`config.mk`:
```
export PLATFORM = sky130hd
export DESIGN_NAME = upc_ean_code_checker_unit
export DESIGN_NICKNAME = d
export VERILOG_FILES = /design/src/rtl/uecc_pkg.sv /design/src/rtl/uecc_accum.sv /design/src/rtl/uecc_classify.sv /design/src/rtl/upc_ean_code_checker_unit.sv
export SDC_FILE = /design/constraint.sdc
export NUM_CORES = 1
export LEC_CHECK = 0
export ABC_AREA = 1
export BUFFER_PORTS_ARGS = -buffer_cell sky130_fd_sc_hd__buf_2
export CAP_MARGIN = 20
export CORE_ASPECT_RATIO = 1.25
export CORE_UTILIZATION = 50
export DETAILED_ROUTE_END_ITERATION = 8
export PLACE_DENSITY = 0.69
export SLEW_MARGIN = 20
export SYNTH_ARGS = -nofsm -noshare
export SYNTH_HDL_FRONTEND = slang
export SYNTH_SLANG_ARGS = --single-unit
```
`constraint.sdc`:
```
create_clock -name aclk -period 17.2 [get_ports aclk]
set_input_delay 2.58 -clock aclk [delete_from_list [all_inputs] [get_ports aclk]]
set_output_delay 2.58 -clock aclk [all_outputs]
set_load 0.01 [all_outputs]
```
`src/rtl/uecc_pkg.sv`:
```
`timescale 1ns / 1ps
`default_nettype none

package uecc_pkg;

    // Field widths of the stream payload.
    localparam int unsigned CHAR_W   = 8;
    localparam int unsigned TYPE_W   = 3;
    localparam int unsigned DIGIT_W  = 4;

    // Default longest text that is still classified.
    localparam int unsigned MAX_TEXT_LEN_DEF = 20;

    // Code lengths of the supported symbologies.
    localparam int unsigned LEN_EAN13 = 13;
    localparam int unsigned LEN_UPCA  = 12;
    localparam int unsigned LEN_EAN8  = 8;

    // ASCII codes of interest.
    localparam logic [CHAR_W-1:0] ASCII_ZERO = 8'h30;
    localparam logic [CHAR_W-1:0] ASCII_ONE  = 8'h31;
    localparam logic [CHAR_W-1:0] ASCII_NINE = 8'h39;

    // Code types, shared by the request and the detected result.
    typedef enum logic [TYPE_W-1:0] {
        TYPE_UNKNOWN = 3'd0,
        TYPE_EAN13   = 3'd1,
        TYPE_EAN8    = 3'd2,
        TYPE_UPCA    = 3'd3,
        TYPE_UPCE    = 3'd4
    } code_type_t;

    // Running text summary handed from the accumulator to the classifier.
    typedef struct packed {
        logic               all_digits;
        logic               first_01;
        logic [DIGIT_W-1:0] even_sum;
        logic [DIGIT_W-1:0] odd_sum;
        logic [DIGIT_W-1:0] check_digit;
    } text_summary_t;

    // Reduces a value below 40 modulo 10 with a few compares.
    function automatic logic [DIGIT_W-1:0] mod10_small(input logic [5:0] value);
        logic [5:0] r;
        begin
            if (value >= 6'd30) begin
                r = value - 6'd30;
            end else if (value >= 6'd20) begin
                r = value - 6'd20;
            end else if (value >= 6'd10) begin
                r = value - 6'd10;
            end else begin
                r = value;
            end
            return r[DIGIT_W-1:0];
        end
    endfunction

endpackage

`default_nettype wire

```
`src/rtl/uecc_accum.sv`:
```
`timescale 1ns / 1ps
`default_nettype none

module uecc_accum #(
    parameter int unsigned MAX_TEXT_LEN = uecc_pkg::MAX_TEXT_LEN_DEF,
    parameter int unsigned CNT_W        = $clog2(MAX_TEXT_LEN + 2)
) (
    input  wire logic                          aclk,
    input  wire logic                          aresetn,
    input  wire logic                          advance,
    input  wire logic [uecc_pkg::CHAR_W-1:0]   char_code,
    input  wire logic                          last_char,
    output logic      [CNT_W-1:0]              text_len,
    output uecc_pkg::text_summary_t            summary
);
    import uecc_pkg::*;

    localparam logic [CNT_W-1:0] CNT_SAT = CNT_W'(MAX_TEXT_LEN + 1);

    logic [CNT_W-1:0]   count_reg;
    logic [CNT_W-1:0]   count_next;
    logic [DIGIT_W-1:0] even_sum_reg;
    logic [DIGIT_W-1:0] even_sum_next;
    logic [DIGIT_W-1:0] odd_sum_reg;
    logic [DIGIT_W-1:0] odd_sum_next;
    logic               first_01_reg;
    logic               first_01_next;
    logic               all_digits_reg;
    logic               all_digits_next;

    logic               is_digit;
    logic [DIGIT_W-1:0] digit;
    logic               first_01_now;
    logic               all_digits_now;
    logic [CNT_W-1:0]   count_inc;

    // Decode the character of the current item.
    always_comb begin
        is_digit = (char_code >= ASCII_ZERO) && (char_code <= ASCII_NINE);
        digit    = is_digit ? DIGIT_W'(char_code - ASCII_ZERO) : '0;
        first_01_now = (count_reg == '0)
                     ? ((char_code == ASCII_ZERO) || (char_code == ASCII_ONE))
                     : first_01_reg;
        all_digits_now = all_digits_reg && is_digit;
        count_inc = (count_reg < CNT_SAT) ? (count_reg + CNT_W'(1)) : count_reg;
    end

    // Summary of the text including the current item, used on the last one.
    always_comb begin
        text_len            = count_inc;
        summary.all_digits  = all_digits_now;
        summary.first_01    = first_01_now;
        summary.even_sum    = even_sum_reg;
        summary.odd_sum     = odd_sum_reg;
        summary.check_digit = digit;
    end

    // Next running state: the last item returns the state to its reset values.
    always_comb begin
        count_next      = count_reg;
        even_sum_next   = even_sum_reg;
        odd_sum_next    = odd_sum_reg;
        first_01_next   = first_01_reg;
        all_digits_next = all_digits_reg;
        if (advance) begin
            if (last_char) begin
                count_next      = '0;
                even_sum_next   = '0;
                odd_sum_next    = '0;
                first_01_next   = 1'b0;
                all_digits_next = 1'b1;
            end else begin
                count_next      = count_inc;
                first_01_next   = first_01_now;
                all_digits_next = all_digits_now;
                if (count_reg[0] == 1'b0) begin
                    even_sum_next = mod10_small(6'(even_sum_reg) + 6'(digit));
                end else begin
                    odd_sum_next = mod10_small(6'(odd_sum_reg) + 6'(digit));
                end
            end
        end
    end

    always_ff @(posedge aclk) begin
        if (!aresetn) begin
            count_reg      <= '0;
            even_sum_reg   <= '0;
            odd_sum_reg    <= '0;
            first_01_reg   <= 1'b0;
            all_digits_reg <= 1'b1;
        end else begin
            count_reg      <= count_next;
            even_sum_reg   <= even_sum_next;
            odd_sum_reg    <= odd_sum_next;
            first_01_reg   <= first_01_next;
            all_digits_reg <= all_digits_next;
        end
    end

endmodule

`default_nettype wire

```
`src/rtl/uecc_classify.sv`:
```
`timescale 1ns / 1ps
`default_nettype none

module uecc_classify #(
    parameter int unsigned MAX_TEXT_LEN = uecc_pkg::MAX_TEXT_LEN_DEF,
    parameter int unsigned CNT_W        = $clog2(MAX_TEXT_LEN + 2)
) (
    input  wire logic [CNT_W-1:0]              text_len,
    input  uecc_pkg::text_summary_t            summary,
    input  wire logic [uecc_pkg::TYPE_W-1:0]   requested_type,
    input  wire logic                          pad_zeros,
    output uecc_pkg::code_type_t               detected_type,
    output logic                               is_valid
);
    import uecc_pkg::*;

    localparam logic [CNT_W-1:0] L13  = CNT_W'(LEN_EAN13);
    localparam logic [CNT_W-1:0] L12  = CNT_W'(LEN_UPCA);
    localparam logic [CNT_W-1:0] L8   = CNT_W'(LEN_EAN8);
    localparam logic [CNT_W-1:0] LMAX = CNT_W'(MAX_TEXT_LEN);

    logic               req_any;
    logic [CNT_W-1:0]   type_len;
    logic               type_known;
    logic [CNT_W-1:0]   eff_len;
    logic               eff_first_01;
    code_type_t         shape_type;
    logic [DIGIT_W-1:0] heavy;
    logic [DIGIT_W-1:0] light;
    logic [5:0]         weighted;
    logic [DIGIT_W-1:0] rem;
    logic               check_ok;

    // Length that belongs to the requested type.
    always_comb begin
        req_any = (requested_type == TYPE_UNKNOWN);
        case (requested_type)
            TYPE_EAN13:          type_len = L13;
            TYPE_UPCA:           type_len = L12;
            TYPE_EAN8, TYPE_UPCE: type_len = L8;
            default:             type_len = '0;
        endcase
        type_known = (type_len != '0);
    end

    // Optional leading-zero padding; padding makes the first digit a zero.
    always_comb begin
        eff_len      = text_len;
        eff_first_01 = summary.first_01;
        if (req_any) begin
            if (pad_zeros && (text_len != L13) && (text_len != L12) && (text_len != L8)
                    && (text_len <= LMAX)) begin
                if (text_len < L8) begin
                    eff_len      = L8;
                    eff_first_01 = 1'b1;
                end else if (text_len < L13) begin
                    eff_len      = L13;
                    eff_first_01 = 1'b1;
                end
            end
        end else if (pad_zeros && type_known && (text_len < type_len)) begin
            eff_len      = type_len;
            eff_first_01 = 1'b1;
        end
    end

    // Type by length and first digit.
    always_comb begin
        if (!summary.all_digits) begin
            shape_type = TYPE_UNKNOWN;
        end else if (eff_len == L13) begin
            shape_type = TYPE_EAN13;
        end else if (eff_len == L12) begin
            shape_type = TYPE_UPCA;
        end else if (eff_len == L8) begin
            shape_type = eff_first_01 ? TYPE_UPCE : TYPE_EAN8;
        end else begin
            shape_type = TYPE_UNKNOWN;
        end
    end

    // Mod-10 check digit; weight 3 falls on the index parity of the length.
    always_comb begin
        heavy    = eff_len[0] ? summary.odd_sum : summary.even_sum;
        light    = eff_len[0] ? summary.even_sum : summary.odd_sum;
        weighted = {1'b0, heavy, 1'b0} + 6'(heavy) + 6'(light);
        rem      = mod10_small(weighted);
        if (rem == '0) begin
            check_ok = (summary.check_digit == '0);
        end else begin
            check_ok = (summary.check_digit == (DIGIT_W'(10) - rem));
        end
    end

    // Detected type and match against the request.
    always_comb begin
        detected_type = check_ok ? shape_type : TYPE_UNKNOWN;
        if (req_any) begin
            is_valid = (detected_type != TYPE_UNKNOWN);
        end else begin
            is_valid = type_known
                    && ((detected_type == code_type_t'(requested_type))
                        || ((requested_type == TYPE_EAN8) && (detected_type == TYPE_UPCE)));
        end
    end

endmodule

`default_nettype wire

```
`src/rtl/upc_ean_code_checker_unit.sv`:
```
// EAN-13 / UPC-A / EAN-8 / UPC-E check-digit checker.
// The input stream carries the barcode text, one ASCII character per item:
// s_axis_tdata holds the character, s_axis_tlast marks the final character,
// and s_axis_tuser carries the requested type and the padding flag, which
// are only looked at together with the final character.
// Every final character produces exactly one result item on the output
// stream: m_axis_tdata holds the detected type and m_axis_tuser the match
// flag. Other characters produce no result.
// An item is registered at the input, processed by short combinational
// logic and the result is registered at the output.
// One item is accepted every cycle unless a final character waits for a
// full result register; the rate is set by the update of the running
// digit sums and the result register.
// When the receiver stalls, the result holds in the output register and
// characters keep flowing in; only a second final character waits until
// the output register is free, and the characters behind it wait with it.
// Reset clears both registers' valid flags and returns the running count,
// digit sums and flags to the start of a new text.
`timescale 1ns / 1ps
`default_nettype none

module upc_ean_code_checker_unit #(
    parameter int unsigned MAX_TEXT_LEN = uecc_pkg::MAX_TEXT_LEN_DEF
) (
    input  wire logic       aclk,
    input  wire logic       aresetn,
    // Character stream.
    input  wire logic       s_axis_tvalid,
    output logic            s_axis_tready,
    input  wire logic [7:0] s_axis_tdata,   // [7:0] char_code
    input  wire logic       s_axis_tlast,   // last_char
    input  wire logic [3:0] s_axis_tuser,   // [2:0] requested_type, [3] pad_zeros
    // Result stream.
    output logic            m_axis_tvalid,
    input  wire logic       m_axis_tready,
    output logic [7:0]      m_axis_tdata,   // [2:0] detected_type, [7:3] zero
    output logic            m_axis_tuser    // [0] is_valid
);
    import uecc_pkg::*;

    localparam int unsigned CNT_W = $clog2(MAX_TEXT_LEN + 2);

    logic              in_valid_reg;
    logic              in_valid_next;
    logic [CHAR_W-1:0] in_char_reg;
    logic              in_last_reg;
    logic [TYPE_W-1:0] in_req_reg;
    logic              in_pad_reg;

    logic              out_valid_reg;
    logic              out_valid_next;
    code_type_t        out_type_reg;
    logic              out_match_reg;

    logic              out_free;
    logic              advance;
    logic              accept;
    logic [CNT_W-1:0]  text_len;
    text_summary_t     summary;
    code_type_t        det_type;
    logic              det_valid;

    // Handshake: the input stage moves on unless it holds a final character
    // and the result register is still occupied.
    always_comb begin
        out_free       = !out_valid_reg || m_axis_tready;
        advance        = in_valid_reg && (!in_last_reg || out_free);
        s_axis_tready  = !in_valid_reg || advance;
        accept         = s_axis_tvalid && s_axis_tready;
        in_valid_next  = accept ? 1'b1 : (advance ? 1'b0 : in_valid_reg);
        out_valid_next = (advance && in_last_reg) ? 1'b1
                       : (m_axis_tready ? 1'b0 : out_valid_reg);
    end

    // Input register.
    always_ff @(posedge aclk) begin
        if (!aresetn) begin
            in_valid_reg <= 1'b0;
        end else begin
            in_valid_reg <= in_valid_next;
        end
    end

    always_ff @(posedge aclk) begin
        if (accept) begin
            in_char_reg <= s_axis_tdata;
            in_last_reg <= s_axis_tlast;
            in_req_reg  <= s_axis_tuser[TYPE_W-1:0];
            in_pad_reg  <= s_axis_tuser[TYPE_W];
        end
    end

    uecc_accum #(
        .MAX_TEXT_LEN (MAX_TEXT_LEN),
        .CNT_W        (CNT_W)
    ) u_accum (
        .aclk      (aclk),
        .aresetn   (aresetn),
        .advance   (advance),
        .char_code (in_char_reg),
        .last_char (in_last_reg),
        .text_len  (text_len),
        .summary   (summary)
    );

    uecc_classify #(
        .MAX_TEXT_LEN (MAX_TEXT_LEN),
        .CNT_W        (CNT_W)
    ) u_classify (
        .text_len       (text_len),
        .summary        (summary),
        .requested_type (in_req_reg),
        .pad_zeros      (in_pad_reg),
        .detected_type  (det_type),
        .is_valid       (det_valid)
    );

    // Result register.
    always_ff @(posedge aclk) begin
        if (!aresetn) begin
            out_valid_reg <= 1'b0;
        end else begin
            out_valid_reg <= out_valid_next;
        end
    end

    always_ff @(posedge aclk) begin
        if (advance && in_last_reg) begin
            out_type_reg  <= det_type;
            out_match_reg <= det_valid;
        end
    end

    assign m_axis_tvalid = out_valid_reg;
    assign m_axis_tdata  = {{(8 - TYPE_W){1'b0}}, out_type_reg};
    assign m_axis_tuser  = out_match_reg;

endmodule

`default_nettype wire

```
==> results of run 1 <==
layout by cell type (no fill, tap or decap), types with 2 or more instances in the layout:
master and count:
dfxtp_1 17, o2111ai_1 2, nor3_1 3, a21oi_2 3, or2_2 4, a31oi_1 2
nor2_1 25, inv_2 6, ha_1 33, nor2_4 2, inv_1 76, o211ai_1 3
o21bai_1 2, buf_2 22, nand2_1 135, nand4_1 8, xor2_1 5, clkbuf_8 6
nand3_1 39, o21ai_0 17, conb_1 5, nand3_2 6, o31ai_1 2, a21oi_1 22
xnor2_1 3, edfxtp_1 17, nor2_2 2, fa_1 6, nand2_2 11
cells by family after synthesis:
family | count (synthesis) | synth area share
simple gates | 240 | 0.335
mux | 1 | 0.00306
xor+xnor | 8 | 0.0214
flops | 34 | 0.260
fa+ha+maj | 39 | 0.163
other cells | 1 | 0.00115
compound gates | 58 | 0.109
buf+inv | 88 | 0.107
power breakdown:
| part | switching (mW) | internal (mW) |
|---|---|---|
| sequential | 0.00187 | 0.0877 |
| clock | 0.0299 | 0.0414 |
| combinational | 0.0699 | 0.0406 |
layer usage:
metal  vias to the layer above  track usage  routed length (um)
met5                         -            0                   0
met4                         0       0.0755                 100
met3                         9       0.0272                 129
met2                        35        0.423                3680
met1                      1364        0.245                3020
li1                       1561            -                   -
worst reg2reg max path: cells and delay by family, from the launching register on:
family                     cells  cell delay (ns)
buffers and inverters          9             0.77
AOI/OAI and AO/OA              3             0.44
and+or+nand+nor               29             2.79
xor gates and xnor gates       1             0.12
DFF                            1             0.38
adders and majority gates      6             1.94
area by class of cell:
type | instances | area [um2] | share of cell area
flip-flops and latches | 34 | 851 | 0.238
repair buffers | 22 | 110 | 0.0308
inverters | 82 | 308 | 0.0862
multi-input cells | 351 | 2080 | 0.584
clock buffers | 8 | 111 | 0.0312
well taps | 85 | 106 | 0.0298
final timing paths:
kind	slack, ns	cells after the start	end	start
worst min register to register	0.49	2	u_accum.all_digits_reg$_SDFFE_PN1P_	u_accum.all_digits_reg$_SDFFE_PN1P_
worst min-delay path	0.49	2	u_accum.all_digits_reg$_SDFFE_PN1P_	u_accum.all_digits_reg$_SDFFE_PN1P_
worst max register to register	10.50	48	m_axis_tuser$_DFFE_PP_	u_accum.count_reg[4]$_SDFFE_PN0P_
worst max-delay path	10.50	48	m_axis_tuser$_DFFE_PP_	u_accum.count_reg[4]$_SDFFE_PN0P_
stage by stage:
step / area [um2] / hold slack [ns] / utilization
2_1_floorplan: 3280 / 0.445 / -
3_3_place_gp: 3460 / 0.454 / 0.554
3_5_place_dp: 3460 / 0.473 / 0.554
4_1_cts: 3570 / 0.494 / 0.572
5_1_grt: 3570 / 0.530 / 0.572
6_report: 3570 / 0.491 / 0.572
==> flow_summary.ini, run 1 <==
[sta]
fin_skew_ns = 0.00921
postLayoutSetupSlackWorst_ns = 10.50
timing.final.max_slew_violations = 0
setup-tns-final_ns = 0
slew_headroom = 0.564
post-route-period-util = 0.389
rsz0062_at_grt = no
final-setup-viol-count = 0
finalCriticalPeriod_ns = 6.70
worst_slew_pin_slew_ns = 0.652
max_freq_mhz = 149
hold_viol = 0

[clock_network]
post_cts.repair.setup_buffers = 0
post_cts_resized = 0
clock_buffer_count_from_cts = 5
tritoncts_num_sinks = 34
htree_levels = 2
cts-hold-fix-buffers = 0
tritoncts = yes
cts_buffer_depth = 2
clockRootBuffer = clkbuf_8
worst_setup_hold_path_clk_slew_ns = 0.07
clk_latency_ns = 0.29

[floorplanning]
initial_utilization = 0.523
fp.dieH_um = 92.4
io-pin-count = 28
design.die.area_um2 = 6870
placementRows = 32
die_width_um = 74.3
placeable_core_region_um2 = 6250

[global_route]
groute.usage.overall = 0.222
antenna_violations_before_repair = 0
grt_pass1_wl_mm = 11.8
grt_remaining_overflow = 0
grt_max_degree = 16
via_count_of_the_first_global_routing_pass = 2839

[worst_setup_path]
crit_required_ns = 17.24
crit_fanout = 8
crit_slowest_cell = fa_1
cp_top_family = simple AND/OR/NAND/NOR gates
critPathArrivalTime_ns = 6.74
cp-end-kind = register
delay_of_the_slowest_critical_path_stage_ns = 0.52
path_buf_inv = 9
timing.critical_path.mode_cell = nand2_1
timing.critical_path.from_type = register
worst-setup-path-type = register to register

[detailed_routing]
detail_route.wirelength_mm = 6.93
vias = 2969
drc = 0
viasPerCell = 5.10
routedWlPerCell_um = 11.9
drtIter0Drc = 102
final_antenna_net_count = 0
drtPass1Iterations = 5

[yosys]
synth.distinct_cells = 40
synth_common_cells = 135 x nand2_1, 76 x inv_1, 39 x nand3_1, 33 x ha_1, 25 x nor2_1
synth.area.top_cells = edfxtp_1 16%, nand2_1 16%, ha_1 13%
synth_top_cell_by_area = edfxtp_1
synth_edf_count = 17
postSynth.asyncResetShare = 0
yosysWarnings = 0
synth_seq_cells = 34
gate_count_of_the_mapped_netlist = 469
synth_flop_cell = edfxtp_1
synthesis.area_per_instance_um2 = 6.97
ys_seq_area_frac = 0.260
synthMostInstantiatedCell = nand2_1
synth_top_cell_area_share = 0.156
synth.cell_area_um2 = 3270

[min_path]
classification_of_the_worst_slack_hold_path = register to register

[place]
io_buffer_count = 22
gp_congestion = 0.869
dpl.hpwl_mm = 5.64
dp_worst_setup_slack_ns = 10.51
dp.cells = 574

[layout]
finish.net_count = 552
largest_register_ffs = 8
diodes = 0
fillCellCount = 635
final_cells = 582
syn_to_final_growth_pct = 9.23
drive_gt1_frac = 0.133

[pwr]
power_per_cell_area_nw_per_um2 = 76.0
peakVddDrop_mv = 0.0463
power_uw = 271
static-leakage-power_nw = 1.91

[status]
run_status = finished, final reports clean

[flow_run]
max-cap-violations = 0
Note: power is estimated with default switching activity, not from simulation.
==> run 2, diff against run 1 <==
==> constraint.sdc (replaced) <==
create_clock -name aclk -period 6.6 [get_ports aclk]
set_input_delay 0.99 -clock aclk [delete_from_list [all_inputs] [get_ports aclk]]
set_output_delay 0.99 -clock aclk [all_outputs]
set_load 0.01 [all_outputs]
==> run 2 against run 1 <==
Clock-buffer cell count fell by 3. Sequential share of layout area is 1.0 points lower. Largest cell class unchanged. Design area increased by 6.5%. Flip-flop and latch count is the same. Critical path depth is 1 lower. Worst hold slack about the same. Combinational power rose to 3.1 times the previous value. Sequential power rose to 2.6 times the previous value. Register-to-register slack lost 10 ns. Final cell count grew 2.2%.
==> flow_summary.ini, run 2 (synthesis results as in run 1) <==
[layout]
largest_register_ffs = 8
finish.instance_area_um2 = 3800
finish.net_count = 565
drive_gt1_frac = 0.206
seqCellArea_um2 = 867
fillCellCount = 593
syn_to_final_growth_pct = 16.3
final_common_cell = nand2_1
diodes = 0
combined_area_of_the_multi_input_logic_cells_um2 = 2170
mostFrequentLayoutCells = 127 x nand2_1, 74 x inv_1, 39 x nand3_1, 29 x ha_1, 23 x nor2_1
final_cells = 595

[sta]
setup-tns-final_ns = 0
finalCriticalPeriod_ns = 6.18
fin_skew_ns = 0.0107
post-route-period-util = 0.936
slew_headroom = 0.551
postLayoutSetupSlackWorst_ns = 0.423
hold_viol = 0
max_freq_mhz = 162
timing.final.max_slew_violations = 0
final-setup-viol-count = 0
worst_slew_pin_slew_ns = 0.671
holdWs_ns = 0.492

[worst_setup_path]
timing.reg2reg.worst_path_depth = 47
cp-end-kind = register
timing.critical_path.from_type = register
worst-r2r-setup-slack_ns = 0.42
crit_slowest_cell = fa_1
path_buf_inv = 8
critical_path.reg2reg.endpoint = m_axis_tuser$_DFFE_PP_
cp_top_family = simple AND/OR/NAND/NOR gates
crit_fanout = 7
crit_required_ns = 6.64
critPathArrivalTime_ns = 6.22
worstReg2RegStart = u_accum.count_reg[1]$_SDFFE_PN0P_
worst-setup-path-type = register to register
delay_of_the_slowest_critical_path_stage_ns = 0.53

[detailed_routing]
drc = 0
routedWlPerCell_um = 12.5
drtPass1Iterations = 4
final_antenna_net_count = 0
vias = 3066
detail_route.wirelength_mm = 7.42
drtIter0Drc = 128
viasPerCell = 5.15

[floorplanning]
placeable_core_region_um2 = 6250
io-pin-count = 28
initial_utilization = 0.523
fp.dieH_um = 92.4
placementRows = 32
design.die.area_um2 = 6870
die_width_um = 74.3

[min_path]
hold-path-cell-count = 2
worst_hold_path.endpoint = u_accum.first_01_reg$_SDFFE_PN0P_
hold_start = u_accum.first_01_reg$_SDFFE_PN0P_
classification_of_the_worst_slack_hold_path = register to register

[global_route]
grt_pass1_wl_mm = 11.7
via_count_of_the_first_global_routing_pass = 2771
antenna_violations_before_repair = 0
grt_max_degree = 16
groute.usage.overall = 0.220
grt_remaining_overflow = 0

[clock_network]
tritoncts = yes
htree_levels = 2
tritoncts_num_sinks = 34
clock_buffer_count_from_cts = 5
clk_latency_ns = 0.30
cts_buffer_depth = 2
worst_setup_hold_path_clk_slew_ns = 0.08
clockRootBuffer = clkbuf_8

[status]
run_status = finished, final reports clean

[place]
io_buffer_count = 22
dp_worst_setup_slack_ns = -0.0445
dp.cells = 575
detailed_place.area_um2 = 3470
gp_congestion = 0.936
dpl.hpwl_mm = 5.66

[pwr]
peakVddDrop_mv = 0.141
power_per_cell_area_nw_per_um2 = 214
static-leakage-power_nw = 1.99

[flow_run]
max-cap-violations = 0
## run 2: cell types whose count changed in the layout (fill, tap and decap cells not counted), moves of 3 or more
cell / change
buf_4: +13
dfxtp_1: -5
dfxtp_4: +4
ha_1: -4
nand2_1: -8
nand2_2: +7
o21ai_0: -3
o21ai_1: +3
## run 2: worst max-delay path by stage
stage                                 startpoint                     end  slack (ns)  cells past startpoint
2_1_floorplan  u_accum.count_reg[1]$_SDFFE_PN0P_  m_axis_tuser$_DFFE_PP_        0.50                     46
3_3_place_gp   u_accum.count_reg[0]$_SDFFE_PN0P_  m_axis_tuser$_DFFE_PP_        0.14                     48
3_5_place_dp   u_accum.count_reg[1]$_SDFFE_PN0P_  m_axis_tuser$_DFFE_PP_       -0.04                     48
4_1_cts        u_accum.count_reg[1]$_SDFFE_PN0P_  m_axis_tuser$_DFFE_PP_       0.007                     48
5_1_grt        u_accum.count_reg[1]$_SDFFE_PN0P_  m_axis_tuser$_DFFE_PP_       -0.03                     50
6_report       u_accum.count_reg[1]$_SDFFE_PN0P_  m_axis_tuser$_DFFE_PP_        0.42                     47
## run 2: tightest hold or removal path: stages, from the launching register on
cell	delay (ns)
dfxtp_1	0.32
nand2_1	0.07
a21oi_1	0.06
## run 2: report_power, final
| group | switching [mW] | total, mW | leakage [nW] | internal (mW) |
|---|---|---|---|---|
| clock | 0.0814 | 0.233 | 0.0683 | 0.151 |
| sequential | 0.00508 | 0.232 | 0.309 | 0.227 |
| combinational | 0.210 | 0.349 | 1.62 | 0.139 |
## run 2: final cells by class
type                            count  area share
Sequential cell                    34       0.228
Inverter                           82      0.0816
Clock inverter                      3      0.0181
Tap cell                           85      0.0280
Clock buffer                        5      0.0181
Multi-Input combinational cell    351       0.572
Timing Repair Buffer               35      0.0546
## run 2: timing repair
| action | 4_1_cts | 5_1_grt |
|---|---|---|
| pin swaps | 0 | 13 |
| gates resized for setup | 2 | 35 |
| buffers inserted | 0 | 12 |
| hold buffers | 0 | 0 |
| endpoints found under the setup margin | 1 | 4 |
## run 2: metal layers
layer | up-vias | track usage | part of all wire
li1 | 1591 | - | -
met1 | 1418 | 0.242 | 0.41
met2 | 48 | 0.423 | 0.55
met3 | 9 | 0.0272 | 0.023
met4 | 0 | 0.0676 | 0.015
met5 | - | 0 | 0
## run 2: through the flow
step / total power [mW] / utilization
floorplan: 0.477 / -
global placement: 0.524 / 0.555
detailed placement: 0.532 / 0.555
CTS: 0.767 / 0.577
global route: 0.878 / 0.609
finish: 0.814 / 0.609
